[src/rtl/pt32_pkg.sv]
package pt32_pkg;

   localparam int unsigned CAND_W      = 32;
   localparam int unsigned QUEUE_DEPTH = 2;
   localparam int unsigned DIV_W       = 11;
   localparam int unsigned SQ_W        = 22;
   localparam int unsigned SHIFT_W     = 5;
   localparam int unsigned MM_STEPS    = 32;
   localparam int unsigned MM_CNT_W    = 5;

   localparam logic [CAND_W-1:0] TRIAL_LIMIT = 32'd1373653;
   localparam logic [CAND_W-1:0] PAIR_LIMIT  = 32'd9080191;
   localparam logic [DIV_W-1:0]  FIRST_DIV   = 11'd5;
   localparam logic [SQ_W-1:0]   FIRST_SQ    = 22'd25;

   typedef enum logic [2:0] {
      CLS_COMPOSITE,
      CLS_PRIME,
      CLS_TRIAL,
      CLS_MR_PAIR,
      CLS_MR_TRIPLE
   } cls_type;

   typedef struct packed {
      logic [CAND_W-1:0] candidate;
      cls_type           cls;
   } entry_type;

   typedef struct packed {
      logic              start;
      logic [CAND_W-1:0] x;
      logic [CAND_W-1:0] y;
      logic [CAND_W-1:0] m;
   } mm_req_type;

   typedef enum logic [3:0] {
      B_IDLE,
      B_TD_TEST,
      B_TD_WAIT,
      B_MR_SPLIT,
      B_POW_TEST,
      B_POW_MUL,
      B_POW_SQR,
      B_SQ_TEST,
      B_SQ_WAIT,
      B_FINISH
   } back_state_type;

   function automatic logic [CAND_W-1:0] base_of(input cls_type cls, input logic [1:0] idx);
      logic [CAND_W-1:0] b;
      b = 32'd2;
      if (cls == CLS_MR_PAIR) begin
         b = (idx == 2'd0) ? 32'd31 : 32'd73;
      end else begin
         case (idx)
            2'd0:    b = 32'd2;
            2'd1:    b = 32'd7;
            default: b = 32'd61;
         endcase
      end
      return b;
   endfunction

   function automatic logic is_last_base(input cls_type cls, input logic [1:0] idx);
      return (cls == CLS_MR_PAIR) ? (idx == 2'd1) : (idx == 2'd2);
   endfunction

endpackage

[src/rtl/pt32_front.sv]
module pt32_front (
   input  logic [pt32_pkg::CAND_W-1:0] candidate,
   output pt32_pkg::entry_type          entry
);

   function automatic logic is_mult3(input logic [31:0] n);
      logic [5:0] s;
      logic [3:0] t;
      s = '0;
      for (int i = 0; i < 16; i++) begin
         s = s + 6'(n[2*i +: 2]);
      end
      t = 4'(s[1:0]) + 4'(s[3:2]) + 4'(s[5:4]);
      if (t >= 4'd6) begin
         t = t - 4'd6;
      end
      if (t >= 4'd3) begin
         t = t - 4'd3;
      end
      return t == 4'd0;
   endfunction

   always_comb begin
      entry.candidate = candidate;
      if (candidate < 32'd2) begin
         entry.cls = pt32_pkg::CLS_COMPOSITE;
      end else if (!candidate[0]) begin
         entry.cls = (candidate == 32'd2) ? pt32_pkg::CLS_PRIME : pt32_pkg::CLS_COMPOSITE;
      end else if (is_mult3(candidate)) begin
         entry.cls = (candidate == 32'd3) ? pt32_pkg::CLS_PRIME : pt32_pkg::CLS_COMPOSITE;
      end else if (candidate < pt32_pkg::TRIAL_LIMIT) begin
         entry.cls = pt32_pkg::CLS_TRIAL;
      end else if (candidate < pt32_pkg::PAIR_LIMIT) begin
         entry.cls = pt32_pkg::CLS_MR_PAIR;
      end else begin
         entry.cls = pt32_pkg::CLS_MR_TRIPLE;
      end
   end

endmodule

[src/rtl/pt32_queue.sv]
module pt32_queue #(
   parameter int unsigned DEPTH = pt32_pkg::QUEUE_DEPTH
) (
   input  logic                clock,
   input  logic                reset,
   input  logic                push,
   input  pt32_pkg::entry_type push_data,
   output logic                full,
   input  logic                pop,
   output pt32_pkg::entry_type head,
   output logic                head_valid
);

   localparam int unsigned PTR_W = (DEPTH > 1) ? $clog2(DEPTH) : 1;
   localparam int unsigned CNT_W = $clog2(DEPTH + 1);

   pt32_pkg::entry_type mem_ff [DEPTH];
   logic [PTR_W-1:0] wr_ptr_ff, wr_ptr_in;
   logic [PTR_W-1:0] rd_ptr_ff, rd_ptr_in;
   logic [CNT_W-1:0] count_ff, count_in;
   logic             do_push, do_pop;

   assign full       = (count_ff == CNT_W'(DEPTH));
   assign head_valid = (count_ff != '0);
   assign head       = mem_ff[rd_ptr_ff];
   assign do_push    = push && !full;
   assign do_pop     = pop && head_valid;

   always_comb begin
      wr_ptr_in = wr_ptr_ff;
      rd_ptr_in = rd_ptr_ff;
      count_in  = count_ff;
      if (do_push) begin
         wr_ptr_in = (wr_ptr_ff == PTR_W'(DEPTH - 1)) ? '0 : wr_ptr_ff + PTR_W'(1);
      end
      if (do_pop) begin
         rd_ptr_in = (rd_ptr_ff == PTR_W'(DEPTH - 1)) ? '0 : rd_ptr_ff + PTR_W'(1);
      end
      if (do_push && !do_pop) begin
         count_in = count_ff + CNT_W'(1);
      end else if (do_pop && !do_push) begin
         count_in = count_ff - CNT_W'(1);
      end
   end

   always_ff @(posedge clock) begin
      if (reset) begin
         wr_ptr_ff <= '0;
         rd_ptr_ff <= '0;
         count_ff  <= '0;
      end else begin
         wr_ptr_ff <= wr_ptr_in;
         rd_ptr_ff <= rd_ptr_in;
         count_ff  <= count_in;
      end
   end

   always_ff @(posedge clock) begin
      if (do_push) begin
         mem_ff[wr_ptr_ff] <= push_data;
      end
   end

endmodule

[src/rtl/pt32_modmul.sv]
module pt32_modmul (
   input  logic                        clock,
   input  logic                        reset,
   input  pt32_pkg::mm_req_type        req,
   output logic                        done,
   output logic [pt32_pkg::CAND_W-1:0] result
);

   logic [31:0] x_ff, x_in;
   logic [31:0] y_ff, y_in;
   logic [31:0] m_ff, m_in;
   logic [31:0] r_ff, r_in;
   logic [pt32_pkg::MM_CNT_W-1:0] cnt_ff, cnt_in;
   logic        busy_ff, busy_in;
   logic        done_ff, done_in;
   logic [33:0] t, m1, m2, red;

   assign done   = done_ff;
   assign result = r_ff;

   always_comb begin
      m1 = {2'b00, m_ff};
      m2 = {1'b0, m_ff, 1'b0};
      t  = {1'b0, r_ff, 1'b0} + (y_ff[31] ? {2'b00, x_ff} : 34'd0);
      if (t >= m2) begin
         red = t - m2;
      end else if (t >= m1) begin
         red = t - m1;
      end else begin
         red = t;
      end
   end

   always_comb begin
      x_in    = x_ff;
      y_in    = y_ff;
      m_in    = m_ff;
      r_in    = r_ff;
      cnt_in  = cnt_ff;
      busy_in = busy_ff;
      done_in = 1'b0;
      if (req.start) begin
         x_in    = req.x;
         y_in    = req.y;
         m_in    = req.m;
         r_in    = '0;
         cnt_in  = '0;
         busy_in = 1'b1;
      end else if (busy_ff) begin
         r_in   = red[31:0];
         y_in   = {y_ff[30:0], 1'b0};
         cnt_in = cnt_ff + pt32_pkg::MM_CNT_W'(1);
         if (cnt_ff == pt32_pkg::MM_CNT_W'(pt32_pkg::MM_STEPS - 1)) begin
            busy_in = 1'b0;
            done_in = 1'b1;
         end
      end
   end

   always_ff @(posedge clock) begin
      if (reset) begin
         busy_ff <= 1'b0;
         done_ff <= 1'b0;
         cnt_ff  <= '0;
      end else begin
         busy_ff <= busy_in;
         done_ff <= done_in;
         cnt_ff  <= cnt_in;
      end
   end

   always_ff @(posedge clock) begin
      x_ff <= x_in;
      y_ff <= y_in;
      m_ff <= m_in;
      r_ff <= r_in;
   end

endmodule

[src/rtl/pt32_back.sv]
module pt32_back (
   input  logic                        clock,
   input  logic                        reset,
   input  pt32_pkg::entry_type         head,
   input  logic                        head_valid,
   output logic                        pop,
   output pt32_pkg::mm_req_type        mm_req,
   input  logic                        mm_done,
   input  logic [pt32_pkg::CAND_W-1:0] mm_result,
   output logic                        rsp_valid,
   output logic                        rsp_is_prime,
   input  logic                        rsp_stall
);

   localparam int unsigned DW = pt32_pkg::DIV_W;
   localparam int unsigned SW = pt32_pkg::SQ_W;

   pt32_pkg::back_state_type state_ff, state_in;
   pt32_pkg::cls_type        cls_ff, cls_in;
   logic [31:0]    n_ff, n_in;
   logic [DW-1:0]  div_ff, div_in;
   logic [SW-1:0]  sq_ff, sq_in;
   logic           side_ff, side_in;
   logic [31:0]    e_ff, e_in;
   logic [pt32_pkg::SHIFT_W-1:0] s_ff, s_in;
   logic [pt32_pkg::SHIFT_W-1:0] cnt_ff, cnt_in;
   logic [31:0]    acc_ff, acc_in;
   logic [31:0]    b_ff, b_in;
   logic [31:0]    x_ff, x_in;
   logic [31:0]    y_ff, y_in;
   logic [1:0]     idx_ff, idx_in;
   logic           verdict_ff, verdict_in;
   logic           rsp_valid_ff, rsp_valid_in;
   logic           rsp_is_prime_ff, rsp_is_prime_in;

   logic           out_free, sq_above, last_base, witness;
   logic [DW-1:0]  div_hi;

   assign rsp_valid    = rsp_valid_ff;
   assign rsp_is_prime = rsp_is_prime_ff;
   assign out_free     = !rsp_valid_ff || !rsp_stall;
   assign sq_above     = 32'(sq_ff) > n_ff;
   assign last_base    = pt32_pkg::is_last_base(cls_ff, idx_ff);
   assign div_hi       = div_ff + DW'(2);
   assign witness      = (mm_result == 32'd1) && (x_ff != 32'd1) && (x_ff != n_ff - 32'd1);

   always_comb begin
      state_in = state_ff;
      case (state_ff)
         pt32_pkg::B_IDLE: begin
            if (head_valid) begin
               case (head.cls)
                  pt32_pkg::CLS_COMPOSITE: state_in = pt32_pkg::B_FINISH;
                  pt32_pkg::CLS_PRIME:     state_in = pt32_pkg::B_FINISH;
                  pt32_pkg::CLS_TRIAL:     state_in = pt32_pkg::B_TD_TEST;
                  default:                 state_in = pt32_pkg::B_MR_SPLIT;
               endcase
            end
         end
         pt32_pkg::B_TD_TEST: begin
            state_in = sq_above ? pt32_pkg::B_FINISH : pt32_pkg::B_TD_WAIT;
         end
         pt32_pkg::B_TD_WAIT: begin
            if (mm_done) begin
               if (mm_result == '0) begin
                  state_in = pt32_pkg::B_FINISH;
               end else if (side_ff) begin
                  state_in = pt32_pkg::B_TD_TEST;
               end
            end
         end
         pt32_pkg::B_MR_SPLIT: begin
            if (e_ff[0]) begin
               state_in = pt32_pkg::B_POW_TEST;
            end
         end
         pt32_pkg::B_POW_TEST: begin
            if (e_ff == '0) begin
               state_in = pt32_pkg::B_SQ_TEST;
            end else if (e_ff[0]) begin
               state_in = pt32_pkg::B_POW_MUL;
            end else begin
               state_in = pt32_pkg::B_POW_SQR;
            end
         end
         pt32_pkg::B_POW_MUL: begin
            if (mm_done) begin
               state_in = pt32_pkg::B_POW_SQR;
            end
         end
         pt32_pkg::B_POW_SQR: begin
            if (mm_done) begin
               state_in = pt32_pkg::B_POW_TEST;
            end
         end
         pt32_pkg::B_SQ_TEST: begin
            if (cnt_ff == '0) begin
               state_in = (y_ff != 32'd1 || last_base) ? pt32_pkg::B_FINISH
                                                      : pt32_pkg::B_MR_SPLIT;
            end else begin
               state_in = pt32_pkg::B_SQ_WAIT;
            end
         end
         pt32_pkg::B_SQ_WAIT: begin
            if (mm_done) begin
               state_in = witness ? pt32_pkg::B_FINISH : pt32_pkg::B_SQ_TEST;
            end
         end
         pt32_pkg::B_FINISH: begin
            if (out_free) begin
               state_in = pt32_pkg::B_IDLE;
            end
         end
         default: state_in = pt32_pkg::B_IDLE;
      endcase
   end

   always_comb begin
      pop             = 1'b0;
      mm_req          = '0;
      n_in            = n_ff;
      cls_in          = cls_ff;
      div_in          = div_ff;
      sq_in           = sq_ff;
      side_in         = side_ff;
      e_in            = e_ff;
      s_in            = s_ff;
      cnt_in          = cnt_ff;
      acc_in          = acc_ff;
      b_in            = b_ff;
      x_in            = x_ff;
      y_in            = y_ff;
      idx_in          = idx_ff;
      verdict_in      = verdict_ff;
      rsp_valid_in    = rsp_valid_ff && rsp_stall;
      rsp_is_prime_in = rsp_is_prime_ff;
      case (state_ff)
         pt32_pkg::B_IDLE: begin
            if (head_valid) begin
               pop        = 1'b1;
               n_in       = head.candidate;
               cls_in     = head.cls;
               verdict_in = (head.cls == pt32_pkg::CLS_PRIME);
               div_in     = pt32_pkg::FIRST_DIV;
               sq_in      = pt32_pkg::FIRST_SQ;
               side_in    = 1'b0;
               e_in       = head.candidate - 32'd1;
               s_in       = '0;
               idx_in     = '0;
            end
         end
         pt32_pkg::B_TD_TEST: begin
            if (sq_above) begin
               verdict_in = 1'b1;
            end else begin
               mm_req.start = 1'b1;
               mm_req.x     = 32'd1;
               mm_req.y     = n_ff;
               mm_req.m     = 32'(div_ff);
               side_in      = 1'b0;
            end
         end
         pt32_pkg::B_TD_WAIT: begin
            if (mm_done) begin
               if (mm_result == '0) begin
                  verdict_in = 1'b0;
               end else if (!side_ff) begin
                  side_in      = 1'b1;
                  mm_req.start = 1'b1;
                  mm_req.x     = 32'd1;
                  mm_req.y     = n_ff;
                  mm_req.m     = 32'(div_hi);
               end else begin
                  div_in = div_ff + DW'(6);
                  sq_in  = sq_ff + SW'({div_ff, 3'b000}) + SW'({div_ff, 2'b00}) + SW'(36);
               end
            end
         end
         pt32_pkg::B_MR_SPLIT: begin
            if (!e_ff[0]) begin
               e_in = {1'b0, e_ff[31:1]};
               s_in = s_ff + pt32_pkg::SHIFT_W'(1);
            end else begin
               acc_in = 32'd1;
               b_in   = pt32_pkg::base_of(cls_ff, idx_ff);
            end
         end
         pt32_pkg::B_POW_TEST: begin
            if (e_ff == '0) begin
               x_in   = acc_ff;
               y_in   = acc_ff;
               cnt_in = s_ff;
            end else begin
               mm_req.start = 1'b1;
               mm_req.x     = e_ff[0] ? acc_ff : b_ff;
               mm_req.y     = b_ff;
               mm_req.m     = n_ff;
            end
         end
         pt32_pkg::B_POW_MUL: begin
            if (mm_done) begin
               acc_in       = mm_result;
               mm_req.start = 1'b1;
               mm_req.x     = b_ff;
               mm_req.y     = b_ff;
               mm_req.m     = n_ff;
            end
         end
         pt32_pkg::B_POW_SQR: begin
            if (mm_done) begin
               b_in = mm_result;
               e_in = {1'b0, e_ff[31:1]};
            end
         end
         pt32_pkg::B_SQ_TEST: begin
            if (cnt_ff == '0) begin
               if (y_ff != 32'd1) begin
                  verdict_in = 1'b0;
               end else if (last_base) begin
                  verdict_in = 1'b1;
               end else begin
                  idx_in = idx_ff + 2'd1;
                  e_in   = n_ff - 32'd1;
                  s_in   = '0;
               end
            end else begin
               mm_req.start = 1'b1;
               mm_req.x     = x_ff;
               mm_req.y     = x_ff;
               mm_req.m     = n_ff;
            end
         end
         pt32_pkg::B_SQ_WAIT: begin
            if (mm_done) begin
               y_in = mm_result;
               if (witness) begin
                  verdict_in = 1'b0;
               end else begin
                  x_in   = mm_result;
                  cnt_in = cnt_ff - pt32_pkg::SHIFT_W'(1);
               end
            end
         end
         pt32_pkg::B_FINISH: begin
            if (out_free) begin
               rsp_valid_in    = 1'b1;
               rsp_is_prime_in = verdict_ff;
            end
         end
         default: begin
            verdict_in = verdict_ff;
         end
      endcase
   end

   always_ff @(posedge clock) begin
      if (reset) begin
         state_ff     <= pt32_pkg::B_IDLE;
         rsp_valid_ff <= 1'b0;
      end else begin
         state_ff     <= state_in;
         rsp_valid_ff <= rsp_valid_in;
      end
   end

   always_ff @(posedge clock) begin
      n_ff            <= n_in;
      cls_ff          <= cls_in;
      div_ff          <= div_in;
      sq_ff           <= sq_in;
      side_ff         <= side_in;
      e_ff            <= e_in;
      s_ff            <= s_in;
      cnt_ff          <= cnt_in;
      acc_ff          <= acc_in;
      b_ff            <= b_in;
      x_ff            <= x_in;
      y_ff            <= y_in;
      idx_ff          <= idx_in;
      verdict_ff      <= verdict_in;
      rsp_is_prime_ff <= rsp_is_prime_in;
   end

endmodule

[src/rtl/prime_test_u32_unit.sv]
// Channel  | Ports                                    | Beat
// req      | req_valid, req_stall, req_candidate      | one 32-bit number
// rsp      | rsp_valid, rsp_stall, rsp_is_prime       | one prime flag
//
// Each modular multiply runs 32 shift-add steps from issue to done.
// Trial division tests one 6k-1/6k+1 divisor pair at a time; Miller-Rabin squares once per exponent bit,
// multiplies as well when the bit is set, then runs the final squarings for each base, over 2 or 3 bases.
// Trivial cases go from the queue through the engine's idle and finish states to a registered rsp_valid.
// Reset (synchronous) empties the queue and idles the engine.
// A stalled rsp beat holds; req is stalled only while the queue is full.
module prime_test_u32_unit #(
   parameter int unsigned QUEUE_DEPTH = pt32_pkg::QUEUE_DEPTH
) (
   input  logic                        clock,
   input  logic                        reset,
   input  logic                        req_valid,
   output logic                        req_stall,
   input  logic [pt32_pkg::CAND_W-1:0] req_candidate,
   output logic                        rsp_valid,
   input  logic                        rsp_stall,
   output logic                        rsp_is_prime
);

   pt32_pkg::entry_type  entry;
   pt32_pkg::entry_type  head;
   pt32_pkg::mm_req_type mm_req;
   logic                 full, head_valid, pop, mm_done;
   logic [pt32_pkg::CAND_W-1:0] mm_result;

   assign req_stall = full;

   pt32_front u_front (
      .candidate (req_candidate),
      .entry     (entry)
   );

   pt32_queue #(.DEPTH(QUEUE_DEPTH)) u_queue (
      .clock      (clock),
      .reset      (reset),
      .push       (req_valid),
      .push_data  (entry),
      .full       (full),
      .pop        (pop),
      .head       (head),
      .head_valid (head_valid)
   );

   pt32_modmul u_modmul (
      .clock  (clock),
      .reset  (reset),
      .req    (mm_req),
      .done   (mm_done),
      .result (mm_result)
   );

   pt32_back u_back (
      .clock        (clock),
      .reset        (reset),
      .head         (head),
      .head_valid   (head_valid),
      .pop          (pop),
      .mm_req       (mm_req),
      .mm_done      (mm_done),
      .mm_result    (mm_result),
      .rsp_valid    (rsp_valid),
      .rsp_is_prime (rsp_is_prime),
      .rsp_stall    (rsp_stall)
   );

endmodule

[config.mk]
export PLATFORM = sky130hd
export DESIGN_NAME = prime_test_u32_unit
export DESIGN_NICKNAME = d
export VERILOG_FILES = /design/src/rtl/pt32_pkg.sv /design/src/rtl/pt32_front.sv /design/src/rtl/pt32_queue.sv /design/src/rtl/pt32_modmul.sv /design/src/rtl/pt32_back.sv /design/src/rtl/prime_test_u32_unit.sv
export SDC_FILE = /design/constraint.sdc
export NUM_CORES = 1
export LEC_CHECK = 0
export BUFFER_PORTS_ARGS = -buffer_cell sky130_fd_sc_hd__buf_2
export CELL_PAD_IN_SITES_DETAIL_PLACEMENT = 1
export CELL_PAD_IN_SITES_GLOBAL_PLACEMENT = 2
export CORE_AREA = 2 2 316 240
export CTS_BUF_LIST = sky130_fd_sc_hd__clkbuf_2 sky130_fd_sc_hd__clkbuf_4 sky130_fd_sc_hd__clkbuf_8
export CTS_CLUSTER_DIAMETER = 60
export CTS_CLUSTER_SIZE = 16
export DETAILED_ROUTE_END_ITERATION = 6
export DIE_AREA = 0 0 318 242
export PLACE_DENSITY_LB_ADDON = 0.15
export SYNTH_ARGS = -nofsm -noshare
export SYNTH_HDL_FRONTEND = slang
export SYNTH_SLANG_ARGS = --single-unit
[constraint.sdc]
create_clock -name clock -period 22.2 [get_ports clock]
set_clock_uncertainty 0.05 [all_clocks]
set_input_delay 4.44 -clock clock [delete_from_list [all_inputs] [get_ports clock]]
set_output_delay 4.44 -clock clock [all_outputs]
set_load 0.1 [all_outputs]
-- After elaboration in Yosys (flattened, before gate mapping)
Memories as Yosys holds them, arrays and structs flattened. A register that Yosys moved wholly into a read port is not among the register bits.
Index checks and enable logic that the tools add are counted.
- flip-flop bits (word level): 387
- memory bits (writable): 70
- bits of input ports: 36
- output and inout port bits: 3
- logic and storage cells: 289
- memories kept: 1
- memory list (memory ; depth ; width ; read ports ; clocked after memory_dff ; wr ports ; RTL line ; RTL):
    u_queue.mem_ff ; 2 ; 35 ; 1 ; 1 ; 1 ; pt32_queue.sv:17 ; pt32_pkg::entry_type mem_ff [DEPTH];
- add/sub/neg operators: 37
- $lt $le $gt $ge: 8
- equality and inequality tests: 43
- multiplexer cells: 121
- bitwise gates (word level): 1
- reductions and logical operators: 50
- operators by type and width (operator ; count):
    $mux W97 ; 7
    $mux W32 ; 19
    $pmux W97 S5 ; 1
    $pmux W32 S2 ; 4
    $pmux W32 S4 ; 1
    $mux W22 ; 4
    $add A6 B2 Y6 ; 14
    $mux W4 ; 20
    $eq A32 B2 Y1 const B ; 2
    $logic_not A32 Y1 ; 2
    $ne A32 B1 Y1 const B ; 2
    $sub A32 B1 Y32 const B ; 2
    $sub A32 B32 Y32 ; 2
    $mux W11 ; 4
    $pmux W22 S2 ; 1
    $mux W5 ; 8
    $pmux W4 S10 ; 1
    $add A33 B32 Y34 ; 1
    $ge A34 B32 Y1 ; 1
    $ge A34 B33 Y1 ; 1
    $eq A32 B1 Y1 const B ; 1
    $gt A22 B32 Y1 ; 1
    $lt A32 B2 Y1 const B ; 1
    $lt A32 B21 Y1 const B ; 1
    64 further kinds ; 159

-- Longest topological paths before layout
Gate-level depths: netlist of run 1.
- word-level depth: 29
- depth in mapped cells: 29
- depth with buffers taken out: 29

-- By module
From an unflattened synthesis of run 1, not the netlist that was laid out.
- cell total of the unflattened synthesis: 3071
- area, all modules: 30974.7 um^2
- modules (own cells, without submodules) (module ; times used ; cells each ; area an instance (um^2) ; seq. area each (um^2)):
    pt32_back ; 1 ; 1663 ; 16299.4 ; 7277.0
    pt32_modmul ; 1 ; 1068 ; 10217.3 ; 3663.5
    pt32_queue ; 1 ; 134 ; 2736.4 ; 2202.1
    pt32_front ; 1 ; 206 ; 1721.7 ; 0.0

-- Worst setup path after synthesis of run 1
No wires, ideal clock.
- path type: input -> register
- start point: input port req_candidate[0] (netlist name)
- end point: memory u_queue.mem_ff[0][0] (netlist name) (data pin)
- library setup time: 0.278 ns
- arrival time: 11.782 ns
- data required time: 21.872 ns
- setup slack: 10.089 ns
- stages on the path: 28
- buffers on the path: 1
- path through: ha_1 > inv_1 > fa_1 > inv_1 > fa_1 > fa_1 > fa_1 > fa_1 > inv_1 > fa_1 > inv_1 > ha_1 > fa_1 > ha_1 > fa_1 > inv_1 > fa_1 > clkbuf_1 > inv_1 > ha_1 > nor2b_1 > o311ai_0 > o211ai_1 > nor3_1 > a31oi_1 > o41ai_1 > o31a_1 > nor3_1
- RTL lines (element ; RTL line ; RTL):
    from (decl) ; prime_test_u32_unit.sv:18 ; input logic [pt32_pkg::CAND_W-1:0] req_candidate,
    to (decl) ; pt32_queue.sv:17 ;

==> impl_metrics.yaml, run 1 <==
run_status:
  status: "finished clean"
finish:
  nNetsFinal: 3170
  layout_commonest_cell: "edfxtp_1"
  fill_cells: 8249
  drive_above_1_share_pct: 7.46
  syn2layout_area_growth_pct: 7.18
  layout_common_cells: "edfxtp_1, nand2_1, a21oi_1, nor2_1, ha_1"
global_routing:
  grt_overflow_total: 0
  met2_usage_pct: 38.5
  grt.busiest_layer: "met1"
  grt_max_degree: 82
  grt_pass1_vias: 24100
  globalRouteMet1Util_pct: 40.4
  met3_usage_pct: 6.01
  grt_pass1_wl_um: 156000
  grt_usage_pct: 26.6
  antenna_found_initial: 6
routing:
  wire_per_inst_um: 26.4
  drt_iter0_markers: 2219
  dr_total_vias: 23700
  drc: 0
  drtAntennaViolNets: 0
  drt-pass1-iter-count: 5
  wl_um: 104000
  vias_per_cell: 6.02
synth:
  synth_edf_count: 405
  syn_area_sq_um: 29200
  ys.flop_type: "edfxtp_1"
  syn_nets: 3176
  synth-xor-area-share_pct: 6.09
  ys_types: 83
  async_flop_share_pct: 0
  ys_seq_elements: 454
  synth_compound_area_share_pct: 15.4
  synthAdderAreaFrac_pct: 10.0
  synth_seq_area_share_pct: 45.0
  ys_warn_count: 0
  synthSimpleGateAreaFrac_pct: 17.5
  synth_top_family_by_area: "simple AND/OR/NAND/NOR gates"
  avgSynthCellArea_sq_um: 9.96
  synthMuxAreaShare_pct: 2.11
  synthCells: 2932
critical_path:
  cp.depth: 29
  cp.buffers_inverters: 7
  required_ps: 22540
  worstSetupPathType: "input port to flop"
  cp_slowest_cell: "o41ai_1"
  cp-end-kind: "flop"
  cp_top_family: "adder cells"
  cp_max_fo: 7
  rr_worst_depth: 20
  critical_path.max_stage_delay_ps: 950
  path_common_cell: "fa_1"
  startpoint_type: "input port"
  cp_data_arrival_time_ps: 13360
placed_design:
  place_congestion: 0.897
  portBuffers: 38
  hpwl_um: 77600
timing:
  setup_viol: 0
  finalHoldViolCount: 0
  min_period_over_period_pct: 58.6
  fmax_ghz: 0.0768
  hold_ws_ps: 404
  worst_pin_slew_ps: 1220
  setup_tns_ps: 0
  min_period_ps: 13020
  relSlewSlack_pct: 17.4
  rsz0062_at_grt: "no"
  maxSlewViolCount: 0
floorplanning:
  start_util_pct: 39.4
  io_pins: 39
  core_area_sq_um: 74100
  die_area_sq_um: 77000
  die_x_um: 318
  num_rows: 87
  fp.dieH_um: 242
cts:
  postCtsHoldBufs: 0
  postCtsSetupBuffers: 0
  cts_buffer_depth: 3
  cts-buffers-inserted: 41
  clkLatencyLatePin_ps: 700
  clock_sinks: 454
  cts_resized: 0
  clkSlewWorstSetupHoldPaths_ps: 100
  cts-root-buf: "clkbuf_8"
  cts_tree: "done"
  cts-htree-levels: 2
hold_path:
  whs_path_depth: 0
  hp-class: "flop to flop"
job:
  cap_violations: 0
## cell type report
cell class / count / area [sq um] / area share [%]
clock buffers: 48 / 629 / 2.01
diodes: 1 / 2.50 / 0.00799
repair buffers: 79 / 498 / 1.59
clock inverters: 20 / 169 / 0.539
multi-input cells: 2186 / 15000 / 48.0
flip-flops and latches: 454 / 13100 / 42.0
inverters: 164 / 617 / 1.97
well taps: 979 / 1220 / 3.91
## metrics by stage
step           util (%)  cell area, sq um  std cells  setup WS, ps
3_3_place_gp       41.2             30500       3862          9070
2_1_floorplan         -             29200       2932         10090
5_1_grt            42.2             31300       3930          8920
3_5_place_dp       41.2             30500       3862          8580
4_1_cts            42.2             31300       3930          9310
6_report           42.2             31300       3931          9180
## synth_stat cells (42+ instances only)
cell | n | area, sq um
edfxtp_1 | 405 | 12200
nand2_1 | 291 | 1090
a21oi_1 | 200 | 1000
nor2_1 | 187 | 702
ha_1 | 166 | 2080
inv_1 | 162 | 608
o21ai_0 | 150 | 751
xnor2_1 | 137 | 1200
clkbuf_1 | 115 | 432
and3_1 | 104 | 651
nor3_1 | 87 | 435
nand3_1 | 82 | 410
xor2_1 | 66 | 578
nor4_1 | 56 | 350
and2_1 | 53 | 332
dfxtp_1 | 49 | 981
a22oi_1 | 48 | 360
nand4_1 | 46 | 288
a21o_1 | 45 | 338
fa_1 | 42 | 841
## worst paths after layout
check	from	endpoint	slack (ps)
hold reg to reg	u_back.verdict_ff$_DFFE_PP_	u_back.rsp_is_prime$_DFFE_PP_	400
setup reg to reg	u_modmul.y_ff[31]$_DFFE_PP_	u_modmul.result[26]$_SDFFE_PP0P_	14190
hold / removal	u_back.verdict_ff$_DFFE_PP_	u_back.rsp_is_prime$_DFFE_PP_	400
setup / recovery	req_candidate[2]	u_queue.mem_ff[1][0]$_DFFE_PP_	9180
## kinds of logic after synthesis
group | Yosys count
buffers and inverters | 292
adder cells (fa/ha/maj) | 209
multiplexers | 57
XOR/XNOR | 203
AND/OR/NAND/NOR | 1022
flip-flops | 454
AO/OA/AOI/OAI | 695
## metal layers
layer | vias up | part of all wire (%)
li1 | 10900 | -
met3 | 107 | 8.0
met4 | 4 | 1.7
met5 | - | 0.030
met2 | 723 | 42
met1 | 12000 | 49
## flip-flops by register name, summed over array words and instances (netlist names), 32 cells and up, named ones only
signal / cells
u_back.acc_ff: 32
u_back.b_ff: 32
u_back.e_ff: 32
u_back.n_ff: 32
u_back.x_ff: 32
u_back.y_ff: 32
u_modmul.m_ff: 32
u_modmul.result: 32
u_modmul.x_ff: 32
u_modmul.y_ff: 32
u_queue.mem_ff: 70
Power of run 1 is left out: the tool's default activity adds up to more than one toggle a clock period on the data nets, which glitch-free logic cannot reach.
==> inputs of run 2 (changes only) <==
Clock period 22.2 ns to 13.2 ns, I/O delays scaled along.
==> run 2 against run 1 <==
  * Die area did not move
  * Global-route usage about the same
  * Non-clock buffer count unchanged
  * Via count increased by 0.64%
  * Critical path depth unchanged
  * Highest routed layer unchanged
==> impl_metrics.yaml, run 2 (synthesized netlist as in run 1, its figures left out) <==
timing:
  setup_tns_ps: 0
  maxSlewViolCount: 0
  relSlewSlack_pct: 21.1
  finalHoldViolCount: 0
  fmax_ghz: 0.0907
  min_period_over_period_pct: 83.5
  rsz0062_at_grt: "no"
  worst_pin_slew_ps: 1170
  min_period_ps: 11020
  setup_viol: 0
routing:
  drtAntennaViolNets: 0
  vias_per_cell: 6.06
  wl_um: 104000
  drc: 0
  drt-pass1-iter-count: 6
  drt_iter0_markers: 2478
  dr_total_vias: 23800
  wire_per_inst_um: 26.4
placed_design:
  place_congestion: 0.903
  dpl_cell_area_sq_um: 30500
  portBuffers: 38
  hpwl_um: 77700
floorplanning:
  io_pins: 39
  num_rows: 87
  die_area_sq_um: 77000
  fp.dieH_um: 242
  die_x_um: 318
  core_area_sq_um: 74100
  start_util_pct: 39.4
hold_path:
  hp-class: "flop to flop"
  whs_path_depth: 0
  holdCritStartpoint: "u_back.verdict_ff$_DFFE_PP_"
  min_delay_worst_endpoint: "u_back.rsp_is_prime$_DFFE_PP_"
cts:
  cts_buffer_depth: 3
  cts-htree-levels: 2
  postCtsSetupBuffers: 0
  clkSlewWorstSetupHoldPaths_ps: 110
  cts_tree: "done"
  cts_resized: 0
  cts-root-buf: "clkbuf_8"
  clkLatencyLatePin_ps: 690
  postCtsHoldBufs: 0
  cts-buffers-inserted: 40
  clock_sinks: 454
critical_path:
  reg2reg_to: "u_modmul.result[11]$_SDFFE_PP0P_"
  cp_max_fo: 6
  ff2ff_setup_slack_ps: 5300
  startpoint_type: "input port"
  cp_top_family: "adder cells"
  cp_slowest_cell: "o41ai_1"
  cp_data_arrival_time_ps: 11360
  rr_worst_depth: 20
  worstSetupPathType: "input port to flop"
  cp-end-kind: "flop"
  critical_path.max_stage_delay_ps: 940
  path_common_cell: "fa_1"
  cp.buffers_inverters: 6
  required_ps: 13530
  r2r-start: "u_modmul.y_ff[31]$_DFFE_PP_"
finish:
  syn2layout_area_growth_pct: 7.37
  fill_cells: 8262
  largest_reg_flops: 70
  register_area_sq_um: 13100
  diodes: 0
  regMostFlops: "u_queue.mem_ff"
  layout_common_cells: "edfxtp_1, nand2_1, a21oi_1, nor2_1, ha_1"
  multiInputGateArea_sq_um: 15000
  drive_above_1_share_pct: 7.49
  nNetsFinal: 3169
  layout_commonest_cell: "edfxtp_1"
  final_cell_area_sq_um: 31400
global_routing:
  antenna_found_initial: 2
  grt_pass1_wl_um: 156000
  grt_pass1_vias: 23900
  grt_max_degree: 82
  grt_overflow_total: 0
  grt_usage_pct: 26.5
job:
  cap_violations: 0
run_status:
  status: "finished clean"
[run 2: changes by cell type in the layout (fill, tap and decap cells not counted)]
| cell | before | now |
|---|---|---|
| diode_2 | 1 | 0 |
| clkinv_8 | 1 | 0 |
| clkinv_2 | 2 | 5 |
| clkinv_1 | 3 | 1 |
| bufinv_16 | 0 | 4 |
| clkinvlp_4 | 4 | 2 |
| clkinv_4 | 4 | 2 |
| clkbuf_8 | 43 | 42 |
| inv_6 | 6 | 8 |
| inv_8 | 2 | 0 |
[run 2: layout make-up]
cell class / count / area share (%)
sequential: 454 / 41.9
inverter: 164 / 1.97
clock buffer: 47 / 1.96
timing repair buffer: 79 / 1.59
multi-input combinational: 2186 / 47.9
clock inverter: 20 / 0.774
tap: 979 / 3.90
[run 2: layer usage]
metal  vias to the layer above  global-route usage, %  share of wire [%]
met5                         -                  0.247              0.012
met4                         2                   4.71                1.6
met3                       101                   5.48                7.8
met2                       747                   38.6                 42
met1                     12100                   40.6                 49
li1                      10900                      -                  -
[run 2: through the flow]
step	std cells	utilization (%)	worst slack [ps]	hold WS (ps)
final	3929	42.3	2180	431
after global routing	3929	42.3	1810	431
after CTS	3929	42.3	2280	427
after detailed placement	3862	41.2	1600	384
after global placement	3862	41.2	1880	376
after floorplan	2932	-	2890	350
[run 2: worst max-delay path by stage]
stage / start / endpoint / depth (start not counted)
floorplan: req_candidate[0] / u_queue.mem_ff[0][0]$_DFFE_PP_ / 28
global placement: req_candidate[0] / u_queue.mem_ff[0][0]$_DFFE_PP_ / 29
detailed placement: req_candidate[0] / u_queue.mem_ff[1][0]$_DFFE_PP_ / 29
CTS: req_candidate[0] / u_queue.mem_ff[0][0]$_DFFE_PP_ / 29
global route: req_candidate[0] / u_queue.mem_ff[0][0]$_DFFE_PP_ / 29
finish: req_candidate[0] / u_queue.mem_ff[0][0]$_DFFE_PP_ / 29
[run 2: worst reg2reg max path: cells and delay by family (launching register included)]
family                   cells  cell delay, ps
AO/OA/AOI/OAI                9            3800
XOR/XNOR                     1             330
adder cells (fa/ha/maj)      3            1000
buffers and inverters        1             240
flip-flops                   1             750
AND/OR/NAND/NOR              6            1610
Power of run 2 is left out for the same reason.
